`src/sv/a32r_pkg.sv`:
```
// Shared types and instruction encoding constants for the A32 PC-relative relocator.
package a32r_pkg;

    typedef enum logic [2:0] {
        KIND_COPY    = 3'd0,
        KIND_BRANCH  = 3'd1,
        KIND_BLINK   = 3'd2,
        KIND_LDRLIT  = 3'd3,
        KIND_ADDPC   = 3'd4,
        KIND_REFUSED = 3'd5
    } t_kind;

    typedef logic [31:0] t_word;

    localparam int unsigned MaxWords = 4;

    localparam t_word BranchMask   = 32'h0E00_0000;
    localparam t_word BranchMatch  = 32'h0A00_0000;
    localparam t_word LdrLitMask   = 32'h0F7F_0000;
    localparam t_word LdrLitMatch  = 32'h051F_0000;
    localparam t_word AddPcMask    = 32'h0FEF_0FF0;
    localparam t_word AddPcMatch   = 32'h008F_0000;
    localparam t_word HintMask     = 32'h0FF0_F000;
    localparam t_word HintMatch    = 32'h0320_F000;

    localparam t_word WordLdrPcLit = 32'h051F_F000;
    localparam t_word WordLdrIpLit = 32'h059F_C004;
    localparam t_word WordBlxIp    = 32'h012F_FF3C;
    localparam t_word WordSkip     = 32'hEA00_0000;
    localparam t_word WordLdrRdLit = 32'h059F_0000;
    localparam t_word WordLdrRdRd  = 32'h0590_0000;
    localparam t_word WordLdrIpAl  = 32'hE59F_C000;
    localparam t_word WordAddRdIp  = 32'h008C_0000;

    localparam logic [3:0] CondNever = 4'hF;
    localparam logic [3:0] RegIp     = 4'd12;
    localparam logic [3:0] RegPc     = 4'd15;

endpackage

```
`src/sv/a32r_if.sv`:
```
// Valid/ready channel interfaces for the instruction input and the trampoline output.
interface a32r_instr_if;
    logic        valid;
    logic        ready;
    logic [31:0] instr_word;
    logic [31:0] instr_address;

    modport source (output valid, output instr_word, output instr_address, input ready);
    modport sink   (input valid, input instr_word, input instr_address, output ready);
endinterface

interface a32r_result_if;
    logic        valid;
    logic        ready;
    logic [31:0] out_word;
    logic [2:0]  rewrite_kind;
    logic        refused;
    logic        last_word;

    modport source (output valid, output out_word, output rewrite_kind, output refused,
                    output last_word, input ready);
    modport sink   (input valid, input out_word, input rewrite_kind, input refused,
                    input last_word, output ready);
endinterface

```
`src/sv/a32_pc_relative_relocator.sv`:
```
// Top level of the A32 PC-relative relocator that builds inline-hook trampoline words.
//
//   channel    direction  word contents
//   i_instr    in         instr_word, instr_address
//   o_result   out        out_word, rewrite_kind, refused, last_word
//
// An accepted instruction is decoded in the cycle it is taken, and its whole expansion
// (one to four words) lands in the word buffer at the next edge. The buffer drains one
// word per cycle while ready is high, so an instruction holds the output channel for
// one, three or four words; the output port sets the rate. A new instruction is taken
// in the cycle the last word of the previous one leaves, so there is no bubble. Reset
// clears only the busy flag and the word index; a stalled output holds the current word.
module a32_pc_relative_relocator (
    input  logic                 i_clk,
    input  logic                 i_rst_n,
    a32r_instr_if.sink           i_instr,
    a32r_result_if.source        o_result
);
    import a32r_pkg::*;

    // Word buffer holding the expansion of one instruction.
    t_word       r_words [MaxWords];
    t_word       n_words [MaxWords];
    t_kind       r_kind;
    t_kind       n_kind;
    logic [1:0]  r_last;
    logic [1:0]  n_last;
    logic [1:0]  r_idx;
    logic        r_busy;

    logic        in_fire;
    logic        out_fire;
    logic        at_last;

    // Decode signals.
    t_word       w;
    t_word       pc;
    t_word       off;
    t_word       tgt;
    t_word       lit;
    logic [3:0]  cond;
    logic [3:0]  rn;
    logic [3:0]  rd;
    logic [3:0]  rs;
    logic [3:0]  rm;
    logic        pc_use;

    assign at_last  = (r_idx == r_last);
    assign out_fire = o_result.valid && o_result.ready;
    assign i_instr.ready = !r_busy || (out_fire && at_last);
    assign in_fire  = i_instr.valid && i_instr.ready;

    assign o_result.valid        = r_busy;
    assign o_result.out_word     = r_words[r_idx];
    assign o_result.rewrite_kind = r_kind;
    assign o_result.refused      = (r_kind == KIND_REFUSED);
    assign o_result.last_word    = at_last;

    assign w    = i_instr.instr_word;
    assign pc   = i_instr.instr_address + 32'd8;
    assign cond = w[31:28];
    assign rn   = w[19:16];
    assign rd   = w[15:12];
    assign rs   = w[11:8];
    assign rm   = w[3:0];
    // Branch offset is a word count, sign extended from 24 bits.
    assign off  = {{6{w[23]}}, w[23:0], 2'b00};
    assign tgt  = pc + off;
    assign lit  = w[23] ? (pc + {20'd0, w[11:0]}) : (pc - {20'd0, w[11:0]});

    // Generic PC-use check, split by the two top encoding class bits.
    always_comb begin
        pc_use = 1'b0;
        if ((w & HintMask) != HintMatch) begin
            case (w[27:26])
                2'd0: begin
                    pc_use = (rn == RegPc) || (rd == RegPc)
                           || (!w[25] && (rm == RegPc))
                           || (!w[25] && !w[7] && w[4] && (rs == RegPc));
                end
                2'd1: begin
                    pc_use = (rn == RegPc) || (rd == RegPc) || (w[25] && (rm == RegPc));
                end
                2'd2: begin
                    pc_use = !w[25] && ((rn == RegPc) || w[15]);
                end
                default: begin
                    pc_use = (rn == RegPc);
                end
            endcase
        end
    end

    // Build the full expansion of the incoming instruction.
    always_comb begin
        for (int i = 0; i < MaxWords; i++) begin
            n_words[i] = '0;
        end
        n_kind = KIND_REFUSED;
        n_last = 2'd0;
        if ((w & BranchMask) == BranchMatch) begin
            if (cond == CondNever) begin
                n_kind = KIND_REFUSED;
            end else if (w[24]) begin
                n_kind     = KIND_BLINK;
                n_last     = 2'd3;
                n_words[0] = {cond, 28'd0} | WordLdrIpLit;
                n_words[1] = {cond, 28'd0} | WordBlxIp;
                n_words[2] = WordSkip;
                n_words[3] = tgt;
            end else begin
                n_kind     = KIND_BRANCH;
                n_last     = 2'd2;
                n_words[0] = {cond, 28'd0} | WordLdrPcLit;
                n_words[1] = WordSkip;
                n_words[2] = tgt;
            end
        end else if ((w & LdrLitMask) == LdrLitMatch) begin
            if ((cond == CondNever) || (rd == RegPc)) begin
                n_kind = KIND_REFUSED;
            end else begin
                n_kind     = KIND_LDRLIT;
                n_last     = 2'd3;
                n_words[0] = {cond, 28'd0} | WordLdrRdLit | {16'd0, rd, 12'd0};
                n_words[1] = WordSkip;
                n_words[2] = lit;
                n_words[3] = {cond, 28'd0} | WordLdrRdRd | {12'd0, rd, rd, 12'd0};
            end
        end else if (((w & AddPcMask) == AddPcMatch) && (rd != RegPc)) begin
            if ((cond == CondNever) || (rd == RegIp) || (rm == RegIp) || (rm == RegPc)) begin
                n_kind = KIND_REFUSED;
            end else begin
                n_kind     = KIND_ADDPC;
                n_last     = 2'd3;
                n_words[0] = WordLdrIpAl;
                n_words[1] = WordSkip;
                n_words[2] = pc;
                // The S bit of the original add is carried over.
                n_words[3] = {cond, 28'd0} | WordAddRdIp | {11'd0, w[20], 4'd0, rd, 8'd0, rm};
            end
        end else if (pc_use) begin
            n_kind = KIND_REFUSED;
        end else begin
            n_kind     = KIND_COPY;
            n_words[0] = w;
        end
    end

    // Control: busy flag and the index of the word on the output.
    always_ff @(posedge i_clk) begin
        if (!i_rst_n) begin
            r_busy <= 1'b0;
            r_idx  <= 2'd0;
        end else if (in_fire) begin
            r_busy <= 1'b1;
            r_idx  <= 2'd0;
        end else if (out_fire) begin
            if (at_last) begin
                r_busy <= 1'b0;
                r_idx  <= 2'd0;
            end else begin
                r_idx <= r_idx + 2'd1;
            end
        end
    end

    // Payload of the word buffer, loaded only when an instruction is taken.
    always_ff @(posedge i_clk) begin
        if (in_fire) begin
            r_words <= n_words;
            r_kind  <= n_kind;
            r_last  <= n_last;
        end
    end

endmodule

```
`src/flat_wrapper.sv`:
```
// flat-port wrapper written by rule: the top's interface ports become plain ports
module a32_pc_relative_relocator_flat import a32r_pkg::*;
  (i_clk, i_rst_n, i_instr_valid, i_instr_instr_word, i_instr_instr_address, i_instr_ready, o_result_valid, o_result_out_word, o_result_rewrite_kind, o_result_refused, o_result_last_word, o_result_ready);
  a32r_instr_if i_instr_i ();
  a32r_result_if o_result_i ();
  input  logic i_clk;
  input  logic i_rst_n;
  input wire logic [$bits(i_instr_i.valid)-1:0] i_instr_valid;
  input wire logic [$bits(i_instr_i.instr_word)-1:0] i_instr_instr_word;
  input wire logic [$bits(i_instr_i.instr_address)-1:0] i_instr_instr_address;
  output wire logic [$bits(i_instr_i.ready)-1:0] i_instr_ready;
  output wire logic [$bits(o_result_i.valid)-1:0] o_result_valid;
  output wire logic [$bits(o_result_i.out_word)-1:0] o_result_out_word;
  output wire logic [$bits(o_result_i.rewrite_kind)-1:0] o_result_rewrite_kind;
  output wire logic [$bits(o_result_i.refused)-1:0] o_result_refused;
  output wire logic [$bits(o_result_i.last_word)-1:0] o_result_last_word;
  input wire logic [$bits(o_result_i.ready)-1:0] o_result_ready;
  assign i_instr_i.valid = i_instr_valid;
  assign i_instr_i.instr_word = i_instr_instr_word;
  assign i_instr_i.instr_address = i_instr_instr_address;
  assign i_instr_ready = i_instr_i.ready;
  assign o_result_valid = o_result_i.valid;
  assign o_result_out_word = o_result_i.out_word;
  assign o_result_rewrite_kind = o_result_i.rewrite_kind;
  assign o_result_refused = o_result_i.refused;
  assign o_result_last_word = o_result_i.last_word;
  assign o_result_i.ready = o_result_ready;
  a32_pc_relative_relocator u_core (.i_clk(i_clk), .i_rst_n(i_rst_n), .i_instr(i_instr_i), .o_result(o_result_i));
endmodule
```
`config.mk`:
```
export PLATFORM = sky130hd
export DESIGN_NAME = a32_pc_relative_relocator_flat
export DESIGN_NICKNAME = d
export VERILOG_FILES = /design/src/sv/a32r_pkg.sv /design/src/sv/a32r_if.sv /design/src/sv/a32_pc_relative_relocator.sv /design/src/flat_wrapper.sv
export SDC_FILE = /design/constraint.sdc
export NUM_CORES = 1
export LEC_CHECK = 0
export BUFFER_PORTS_ARGS = -buffer_cell sky130_fd_sc_hd__buf_2
export CAP_MARGIN = 20
export CORE_MARGIN = 2
export CORE_UTILIZATION = 28
export DETAILED_ROUTE_END_ITERATION = 10
export GPL_TIMING_DRIVEN = 0
export PLACE_DENSITY_LB_ADDON = 0.08
export SYNTH_ARGS = -nofsm -noshare
export SYNTH_HDL_FRONTEND = slang
export SYNTH_SLANG_ARGS = --single-unit
```
`constraint.sdc`:
```
create_clock -name i_clk -period 5.2 [get_ports i_clk]
set_input_delay 0.52 -clock i_clk [delete_from_list [all_inputs] [get_ports i_clk]]
set_output_delay 0.52 -clock i_clk [all_outputs]
set_load 0.02 [all_outputs]
```
==> results.yml, run 1 <==
critical_path:
  crit_slowest_cell: "nor4_4"
  startpoint: "i_instr_instr_word[7]"
  crit_path_start_kind: "input port"
  crit_arrival_ns: 4.95
  critPathRequiredTime_ns: 5.23
  r2r_start: "u_core.r_idx[1]$_SDFFE_PP0P_"
  crit_path_max_fanout: 10
  cp_top_family: "compound AO/OA/AOI/OAI gates"
  path_cells: "buf_2 -> nor4_4 -> clkbuf_1 -> a21oi_1 -> xor2_1 -> ha_1 -> nand2_1 -> a211oi_1 -> a21oi_1 -> nor4_1 -> a21oi_1 -> a311oi_1 -> a21o_1 -> mux2i_1 -> o21ai_1 -> o2111ai_1"
  path_buf_inv: 2
  cp_common_cell: "a21oi_1"
  cp_slowest_stage_delay_ns: 0.50
  cp-end-kind: "flip-flop"
  criticalPathCategory: "input port to flip-flop"
global_route:
  antenna_found_initial: 0
  grt_pass1_wl_um: 52300
  grt.overflow.total: 0
  grt_use_total: 0.201
  grt_pass1_vias: 8065
  grt_max_degree: 67
cells_and_area:
  diodes: 0
  syn2layout_area_growth_pct: 15.6
  fin_nets: 1240
  final_layout_size_suffix_gt1_frac: 0.174
  nFillCells: 3505
  postLayoutCoreUtil: 0.326
die:
  dieHeight_um: 187
  ios: 107
  fp.dieW_um: 187
  die_area_um2: 35000
  initial_utilization: 0.282
  row_count: 67
  core_area_um2: 33300
detailed_routing:
  via_per_inst: 5.22
  drt_iter0_drc: 704
  wire_per_inst_um: 22.4
  route.vias.total: 8131
  drt_wl_total_um: 34900
  drcViolationCount: 0
  firstDrtPassIters: 6
  final_antenna_net_count: 0
sta:
  worst_pin_slew_ns: 1.05
  finalWorstPathRequiredPeriod_ns: 4.92
  setup_viol: 0
  relSlewSlack: 0.294
  finalCritPeriodShare: 0.946
  hold_viol: 0
  rsz0062_at_grt: "false"
  fin_skew_ns: 0.0130
  clock.fmax_mhz: 203
  maxSlewViolCount: 0
clock_network:
  cts_tree: "built"
  cts_max_level: 3
  cts.sinks: 110
  hold_buffers: 0
  worstSkewPairLatency_ns: 0.37
  cts_buffer_depth: 2
  cts_buffers: 9
  clk_pin_slew_ns: 0.08
  cts_root_buf: "clkbuf_16"
yosys:
  synth_edf_count: 107
  ys_types: 69
  yosysSeqAreaShare: 0.349
  synth_warnings: 0
  ys_ff_latch: 110
  synthFlopType: "edfxtp_1"
  avgSynthCellArea_um2: 9.50
  synth_fp_nets: 1121
  synth_cells: 987
  async_flop_share: 0
  synth_area_um2: 9380
power_and_ir_drop:
  leakagePower_nw: 4.40
  ir_worst_vdd_v: 0.000163
  powerDensity_nw_per_um2: 242
  p_total_mw: 2.62
place:
  place_congestion: 0.863
  dpl.hpwl_um: 27300
  io_buffer_count: 106
job:
  drv_cap: 0
run_status:
  status: "complete, no violations"
worst_hold_path:
  hp-class: "input port to flip-flop"
  hold_start: "i_rst_n"
-- cell type report --
type	instances	area (um^2)	share of cell area
multi-input combinational	807	5860	0.541
sequential	110	3270	0.302
timing repair buffer	110	586	0.0540
tap	448	561	0.0517
clock buffer	11	253	0.0233
buffer	39	154	0.0142
inverter	29	109	0.0100
clock inverter	5	40.0	0.00369
-- synth_stat cells (4+ instances only) --
cell type  instances  area, um^2
a211oi_1           4        30.0
a21o_1            46         345
a21oi_1           72         360
a22o_1            16         140
a22oi_1           14         105
a31oi_1           17         106
and2_1            29         181
and3_1            10        62.6
and4_1             6        52.6
clkbuf_1          34         128
edfxtp_1         107        3210
ha_1              64         801
inv_1             29         109
mux2_2            11         124
mux4_2            24         541
nand2_1           96         360
nand2b_1          13        81.3
nand3_1           27         135
nand4_1           15        93.8
nor2_1            78         293
nor2b_1            9        56.3
nor3_1            13        65.1
nor4_1             9        56.3
o211ai_1           7        52.6
o21a_1             4        30.0
o21ai_0           54         270
o21ai_1            8        40.0
o21bai_1          10        75.1
or2_2              7        43.8
or3_1              5        31.3
xnor2_1           44         385
xor2_1            45         394
-- sequential cells by signal (all words and copies together) (netlist names) --
signal                        cells
u_core.o_result.valid             1
u_core.r_words                  102
u_core.o_result.rewrite_kind      3
u_core.r_last                     2
u_core.r_idx                      2
-- kinds of logic (layout without fill, tap and decap cells) --
| kind of cell | count (synthesis) | in the layout | synth area share |
|---|---|---|---|
| AOI/OAI and AO/OA | 287 | 287 | 0.203 |
| xor gates and xnor gates | 89 | 89 | 0.0831 |
| adders and majority gates | 66 | 66 | 0.0896 |
| buffers and inverters | 70 | 194 | 0.0288 |
| DFF | 110 | 110 | 0.349 |
| muxes | 38 | 38 | 0.0740 |
| and+or+nand+nor | 327 | 327 | 0.172 |
-- cell usage in the layout, fill, tap and decap left out, drive strengths merged, types with 7 or more instances in the layout --
master	Yosys	final
xor2	45	45
ha	64	64
or2	7	7
a21oi	73	73
mux4	24	24
inv	29	32
a31oi	18	18
nor2b	9	9
mux2	11	11
nor4	10	10
a21o	46	46
and2	30	30
and3	10	10
buf	7	116
nand2	96	96
o21ai	64	64
edfxtp	107	107
clkbuf	34	44
nor3	14	14
nand3	27	27
a22o	16	16
o21bai	10	10
nand2b	13	13
nor2	78	78
o211ai	7	7
a22oi	14	14
xnor2	44	44
nand4	16	16
-- stage by stage --
| stage | std cells | setup TNS [ns] | area [um^2] | hold WS (ns) | setup slack (ns) |
|---|---|---|---|---|---|
| 6_report | 1559 | 0 | 10800 | 0.392 | 0.281 |
| 5_1_grt | 1559 | 0 | 10800 | 0.416 | 0.0365 |
| 4_1_cts | 1559 | 0 | 10800 | 0.392 | 0.246 |
| 3_5_place_dp | 1544 | -1.91 | 10500 | 0.580 | -0.508 |
| 3_3_place_gp | 1541 | -83.70 | 10500 | 0.582 | -0.943 |
| 2_1_floorplan | 987 | 0 | 9380 | 0.633 | 0.595 |
-- where the power goes --
group          total [mW]  switching [mW]  internal [mW]
clock network       0.704           0.347          0.358
registers            1.06          0.0167           1.04
logic               0.861           0.538          0.323
total                2.62           0.902           1.72
-- worst paths after layout --
| check | endpoint | slack (ns) | cells past startpoint |
|---|---|---|---|
| hold / removal | u_core.o_result.valid$_SDFFE_PN0P_ | 0.39 | 2 |
| setup / recovery | u_core.r_words[63]$_DFFE_PP_ | 0.28 | 16 |
| setup reg to reg | u_core.r_words[19]$_DFFE_PP_ | 2.35 | 7 |
| hold reg to reg | u_core.r_idx[0]$_SDFFE_PP0P_ | 0.58 | 2 |
-- metal layers --
metal	up-vias	global-route usage	part of all wire
met2	208	0.331	0.46
met3	30	0.0225	0.040
met1	3931	0.284	0.48
met5	-	0	0
li1	3962	-	-
met4	0	0.0464	0.016
-- repair_timing --
action	4_1_cts	5_1_grt
resized for setup	1	2
pin swaps	0	0
endpoints found under the setup margin	1	1
buffers inserted	0	0
Power figures use the tool's default switching activity.
==> run 2: changes to the inputs <==
--- a/config.mk
+++ b/config.mk
@@ -5,6 +5,7 @@
 export SDC_FILE = /design/constraint.sdc
 export NUM_CORES = 1
 export LEC_CHECK = 0
+export ABC_AREA = 1
 export BUFFER_PORTS_ARGS = -buffer_cell sky130_fd_sc_hd__buf_2
 export CAP_MARGIN = 20
 export CORE_MARGIN = 2
@@ -12,6 +13,7 @@
 export DETAILED_ROUTE_END_ITERATION = 10
 export GPL_TIMING_DRIVEN = 0
 export PLACE_DENSITY_LB_ADDON = 0.08
+export SETUP_SLACK_MARGIN = 0.4
 export SYNTH_ARGS = -nofsm -noshare
 export SYNTH_HDL_FRONTEND = slang
 export SYNTH_SLANG_ARGS = --single-unit
==> run 2 against run 1 <==
Clock skew up 0.0017 ns. Clock-buffer cell count down 2. Worst hold slack improved by 0.036 ns. Final cell count up 50%. Flip-flop and latch count unchanged. Synthesized area increased by 19%. Die area grew 19%. Critical path type unchanged. Largest cell class unchanged. Highest routed layer unchanged.
==> results.yml, run 2 <==
sta:
  hold_viol: 0
  maxSlewViolCount: 0
  clock.fmax_mhz: 243
  holdWs_ns: 0.428
  finalWorstPathRequiredPeriod_ns: 4.11
  fin_skew_ns: 0.0147
  rsz0062_at_grt: "false"
  worst_pin_slew_ns: 0.843
  relSlewSlack: 0.436
  finalCritPeriodShare: 0.790
  setup_viol: 0
critical_path:
  r2r_cells: 11
  cp_top_family: "simple AND/OR/NAND/NOR gates"
  crit_path_max_fanout: 4
  critPathRequiredTime_ns: 5.22
  criticalPathCategory: "input port to flip-flop"
  cp_common_cell: "nand2_1"
  cp.depth: 17
  r2r_end: "u_core.r_words[13]$_DFFE_PP_"
  crit_path_start_kind: "input port"
  cp-end-kind: "flip-flop"
  startpoint: "i_instr_instr_address[11]"
  crit_end: "u_core.r_words[59]$_DFFE_PP_"
  path_buf_inv: 3
  path_cells: "buf_2 -> inv_1 -> nor3_1 -> nand2_1 -> nor2_1 -> xor2_1 -> ha_1 -> nand2_1 -> inv_1 -> nand2_1 -> nand2_1 -> a21oi_1 -> nor2_1 -> nor2_1 -> nand3_1 -> nand3_1 -> nand3_1"
  rrSetupSlack_ns: 2.29
  r2r_start: "u_core.r_idx[1]$_SDFFE_PP0P_"
  crit_slowest_cell: "xor2_1"
  cp_slowest_stage_delay_ns: 0.71
  crit_arrival_ns: 4.13
die:
  row_count: 73
  initial_utilization: 0.283
  fp.dieW_um: 204
  dieHeight_um: 204
  die_area_um2: 41600
  ios: 107
  core_area_um2: 39500
yosys:
  synth_cells: 1690
  ys_top_cells_by_area: "edfxtp_1 (29%), nand2_1 (16%), nand3_1 (7.9%), inv_1 (7.8%), ha_1 (7.2%)"
  synth.mux.area_fraction: 0
  synth_top_area_share: 0.287
  synth_area_um2: 11200
  synth_commonest_cells: "nand2_1 (487), inv_1 (233), nor2_1 (191)"
  synthFlopType: "edfxtp_1"
  synth_top_family_by_area: "simple AND/OR/NAND/NOR gates"
  synth_fa_ha_area_frac: 0.0752
  synthSimpleGateAreaFrac: 0.382
  ys_types: 54
  yosysSeqAreaShare: 0.293
  synth_most_common_cell: "nand2_1"
  yosys.area_share.xor_xnor: 0.0367
  synth_fp_nets: 1824
  synth_edf_count: 107
  synth_warnings: 0
  synth_top_cell_by_area: "edfxtp_1"
  avgSynthCellArea_um2: 6.62
  ys_ff_latch: 110
  synth_compound_area_frac: 0.116
  async_flop_share: 0
cells_and_area:
  finalNonFillerCells: 2341
  max_flop_register: "u_core.r_words"
  diodes: 0
  largest_register_ffs: 102
  layout_common_cells: "nand2_1 (487), inv_1 (233), nor2_1 (190)"
  final_common_cell: "nand2_1"
  syn2layout_area_growth_pct: 14.2
  nFillCells: 4378
  final_layout_size_suffix_gt1_frac: 0.110
  fin_nets: 1945
power_and_ir_drop:
  ir_worst_vdd_v: 0.000133
  leakagePower_nw: 6.27
  powerDensity_nw_per_um2: 218
global_route:
  grt_use_total: 0.244
  grt_pass1_vias: 11100
  grt_max_degree: 30
  grt_pass1_wl_um: 73600
  grt.overflow.total: 0
  antenna_found_initial: 2
clock_network:
  hold_buffers: 0
  cts_buffer_depth: 2
  cts_buffers: 9
  cts_root_buf: "clkbuf_16"
  cts.sinks: 110
  postCtsResizedCells: 0
  cts_tree: "built"
  postCtsSetupRepairBufs: 0
  clk_pin_slew_ns: 0.07
  cts_max_level: 3
  worstSkewPairLatency_ns: 0.36
place:
  dp_cells: 2325
  dpl.hpwl_um: 43300
  io_buffer_count: 106
  place_congestion: 0.972
detailed_routing:
  route.vias.total: 11500
  wire_per_inst_um: 21.6
  firstDrtPassIters: 5
  drt_iter0_drc: 991
  drt_wl_total_um: 50600
  via_per_inst: 4.93
  final_antenna_net_count: 0
  drcViolationCount: 0
job:
  drv_cap: 0
worst_hold_path:
  hp-class: "input port to flip-flop"
run_status:
  status: "complete, no violations"
==> run 2: cell count changes after synthesis, sizes merged, moves of 24 or more <==
cell   change
inv      +216
mux4      -24
nand3    +155
and2      -26
xnor2     -33
a21o      -43
nand2    +399
o21ai     +28
nor2     +126
==> run 2: per-layer routing <==
metal / share of wire / vias to the layer above / GRT usage
met5: 0 / - / 0
met4: 0.036 / 0 / 0.0920
met3: 0.056 / 60 / 0.0225
met2: 0.45 / 375 / 0.404
met1: 0.45 / 5282 / 0.330
li1: - / 5817 / -
==> run 2: kinds of logic after synthesis <==
logic type      Yosys count
xor+xnor                 46
buf+inv                 278
compound gates          225
flops                   110
fa+ha+maj                66
simple gates            965
==> run 2: layout make-up <==
cell class	instances	area, um^2	share of cell area
inverter	246	928	0.0726
sequential	110	3270	0.256
buffer	32	159	0.0124
tap	525	657	0.0514
timing repair buffer	110	626	0.0489
multi-input combinational	1302	6840	0.535
clock inverter	7	78.8	0.00617
clock buffer	9	225	0.0176
==> run 2: worst min path at each step <==
stage | slack (ns) | cells after the start | end | startpoint
floorplan | 0.64 | 3 | u_core.r_idx[1]$_SDFFE_PP0P_ | u_core.r_idx[1]$_SDFFE_PP0P_
global placement | 0.53 | 2 | u_core.o_result.valid$_SDFFE_PN0P_ | u_core.o_result.valid$_SDFFE_PN0P_
finish | 0.43 | 3 | u_core.r_idx[1]$_SDFFE_PP0P_ | i_rst_n
global route | 0.42 | 3 | u_core.r_idx[1]$_SDFFE_PP0P_ | i_rst_n
CTS | 0.42 | 3 | u_core.r_idx[1]$_SDFFE_PP0P_ | i_rst_n
detailed placement | 0.55 | 2 | u_core.o_result.valid$_SDFFE_PN0P_ | u_core.o_result.valid$_SDFFE_PN0P_
==> run 2: per-stage QoR <==
stage | setup TNS, ns | cell area [um^2] | total power [mW] | setup WS [ns] | util
finish | 0 | 12800 | 2.79 | 1.09 | 0.323
global route | 0 | 12800 | 2.94 | 0.833 | 0.323
CTS | 0 | 12800 | 2.80 | 1.11 | 0.323
detailed placement | 0 | 12500 | 2.07 | 0.748 | 0.316
global placement | -62.69 | 12400 | 2.07 | -0.603 | 0.313
floorplan | 0 | 11200 | 1.71 | 0.535 | -
==> run 2: tightest hold or removal path: cells and delay by family <==
family / cells / cell delay (ns)
AOI/OAI and AO/OA: 1 / 0.06
buffers and inverters: 1 / 0.11
and+or+nand+nor: 1 / 0.05
==> run 2: where the power goes <==
part           switching, mW  leakage [nW]  internal [mW]
clock network          0.345         0.146          0.381
logic                  0.708          5.03          0.302
registers             0.0152          1.09           1.04
total                   1.07          6.27           1.72
==> run 3: changes to the inputs <==
==> constraint.sdc (replaced) <==
create_clock -name i_clk -period 4.3 [get_ports i_clk]
set_input_delay 0.43 -clock i_clk [delete_from_list [all_inputs] [get_ports i_clk]]
set_output_delay 0.43 -clock i_clk [all_outputs]
set_load 0.02 [all_outputs]
==> run 3 against run 2 <==
Worst hold slack lost 0.10 ns. Critical path type unchanged. Largest power group unchanged. Highest routed layer unchanged. Largest cell class unchanged. Clock power increased by 12%. Combinational power increased by 22%.
==> results.yml, run 3 (synthesized netlist as in run 2, its figures left out) <==
run_status:
  status: "complete, no violations"
critical_path:
  startpoint: "i_instr_instr_address[3]"
  crit_path_start_kind: "input port"
  crit_path_max_fanout: 7
  cp_top_family: "simple AND/OR/NAND/NOR gates"
  cp.depth: 18
  criticalPathCategory: "input port to flip-flop"
  critPathRequiredTime_ns: 4.35
  rrSetupSlack_ns: 1.62
  r2r_end: "u_core.r_words[108]$_DFFE_PP_"
  r2r_cells: 9
  path_buf_inv: 3
  cp_slowest_stage_delay_ns: 0.50
  crit_arrival_ns: 3.87
  path_cells: "buf_2 -> ha_1 -> nand3_4 -> nor2_4 -> nand2_4 -> inv_1 -> nand3_1 -> xnor2_2 -> ha_1 -> nand2_1 -> nor2_1 -> inv_1 -> nor3_1 -> nand3_1 -> nand4_1 -> nand2_1 -> nand2_1 -> nand3_1"
  crit_slowest_cell: "xnor2_2"
  cp-end-kind: "flip-flop"
  r2r_start: "u_core.r_idx[1]$_SDFFE_PP0P_"
  crit_end: "u_core.r_words[56]$_DFFE_PP_"
sta:
  fin_skew_ns: 0.0153
  finalWorstPathRequiredPeriod_ns: 3.81
  clock.fmax_mhz: 262
  maxSlewViolCount: 0
  worst_pin_slew_ns: 0.889
  setup_viol: 0
  rsz0062_at_grt: "true"
  hold_viol: 0
  holdWs_ns: 0.326
  setup_slack_ns: 0.485
  finalCritPeriodShare: 0.887
  relSlewSlack: 0.403
global_route:
  grt.overflow.total: 0
  grt_pass1_wl_um: 74300
  grt_use_total: 0.247
  antenna_found_initial: 2
  grt_pass1_vias: 11200
  grt_max_degree: 34
clock_network:
  cts.sinks: 110
  cts_max_level: 3
  cts_tree: "built"
  cts_buffer_depth: 2
  cts_root_buf: "clkbuf_16"
  worstSkewPairLatency_ns: 0.37
  clk_pin_slew_ns: 0.08
  cts_buffers: 9
place:
  place_congestion: 0.940
  io_buffer_count: 106
  place_ws_ns: -0.0485
  dpl.hpwl_um: 43600
cells_and_area:
  fin_nets: 1945
  max_flop_register: "u_core.r_words"
  syn2layout_area_growth_pct: 14.5
  largest_register_ffs: 102
  layout_common_cells: "nand2_1 (487), inv_1 (233), nor2_1 (185)"
  final_layout_size_suffix_gt1_frac: 0.119
  final_common_cell: "nand2_1"
detailed_routing:
  drcViolationCount: 0
  firstDrtPassIters: 6
  drt_iter0_drc: 968
  final_antenna_net_count: 0
  via_per_inst: 5.03
  drt_wl_total_um: 50900
  route.vias.total: 11800
  wire_per_inst_um: 21.7
die:
  row_count: 73
  ios: 107
  fp.dieW_um: 204
  core_area_um2: 39500
  dieHeight_um: 204
  initial_utilization: 0.283
  die_area_um2: 41600
power_and_ir_drop:
  ir_worst_vdd_v: 0.000161
  powerDensity_nw_per_um2: 258
  leakagePower_nw: 6.27
  p_total_mw: 3.31
worst_hold_path:
  hp-class: "input port to flip-flop"
job:
  drv_cap: 0
-- run 3: area by class of cell --
| cell class | instances | area, um^2 |
|---|---|---|
| fill | 4498 | 26700 |
| multi-input combinational | 1302 | 6920 |
| sequential | 110 | 3270 |
| inverter | 246 | 928 |
| tap | 525 | 657 |
| timing repair buffer | 110 | 598 |
| clock buffer | 10 | 229 |
| buffer | 32 | 159 |
| clock inverter | 6 | 47.5 |
| antenna | 1 | 2.50 |
-- run 3: power breakdown --
part	total [mW]	switching [mW]	internal [mW]
clock network	0.810	0.412	0.398
logic	1.23	0.866	0.363
registers	1.27	0.0188	1.25
total	3.31	1.30	2.01
-- run 3: worst min-delay path by stage --
| stage | start | endpoint | slack, ns | cells after the start |
|---|---|---|---|---|
| 2_1_floorplan | i_rst_n | u_core.r_idx[1]$_SDFFE_PP0P_ | 0.56 | 2 |
| 3_3_place_gp | u_core.o_result.valid$_SDFFE_PN0P_ | u_core.o_result.valid$_SDFFE_PN0P_ | 0.53 | 2 |
| 3_5_place_dp | u_core.o_result.valid$_SDFFE_PN0P_ | u_core.o_result.valid$_SDFFE_PN0P_ | 0.55 | 2 |
| 4_1_cts | i_rst_n | u_core.r_idx[1]$_SDFFE_PP0P_ | 0.31 | 3 |
| 5_1_grt | i_rst_n | u_core.r_idx[1]$_SDFFE_PP0P_ | 0.32 | 3 |
| 6_report | i_rst_n | u_core.r_idx[1]$_SDFFE_PP0P_ | 0.33 | 3 |
-- run 3: repair_timing --
action                                  4_1_cts  5_1_grt
pin swaps                                     0        1
setup buffers                                 0        1
hold buffers                                  0        0
resized for setup                             3       15
endpoints found under the setup margin        5       18
-- run 3: metal layers --
layer / track usage / wire length [um] / vias to the layer above
li1: - / - / 5822
met1: 0.331 / 23000 / 5525
met2: 0.408 / 23400 / 374
met3: 0.0258 / 2540 / 64
met4: 0.0965 / 2010 / 0
met5: 0 / 0 / -
-- run 3: per-stage QoR --
step           TNS, ns  instance area [um^2]   util  instances
4_1_cts              0                 12700  0.322       2340
2_1_floorplan        0                 11200      -       1690
6_report             0                 12800  0.324       2342
5_1_grt              0                 12800  0.324       2341
3_3_place_gp    -0.376                 12400  0.313       2321
3_5_place_dp   -0.0899                 12400  0.315       2324
-- run 3: tightest hold or removal path, cell delays in order --
cell and delay [ns]:
buf_2 0.11, o21ai_2 0.05, nor3b_1 0.04
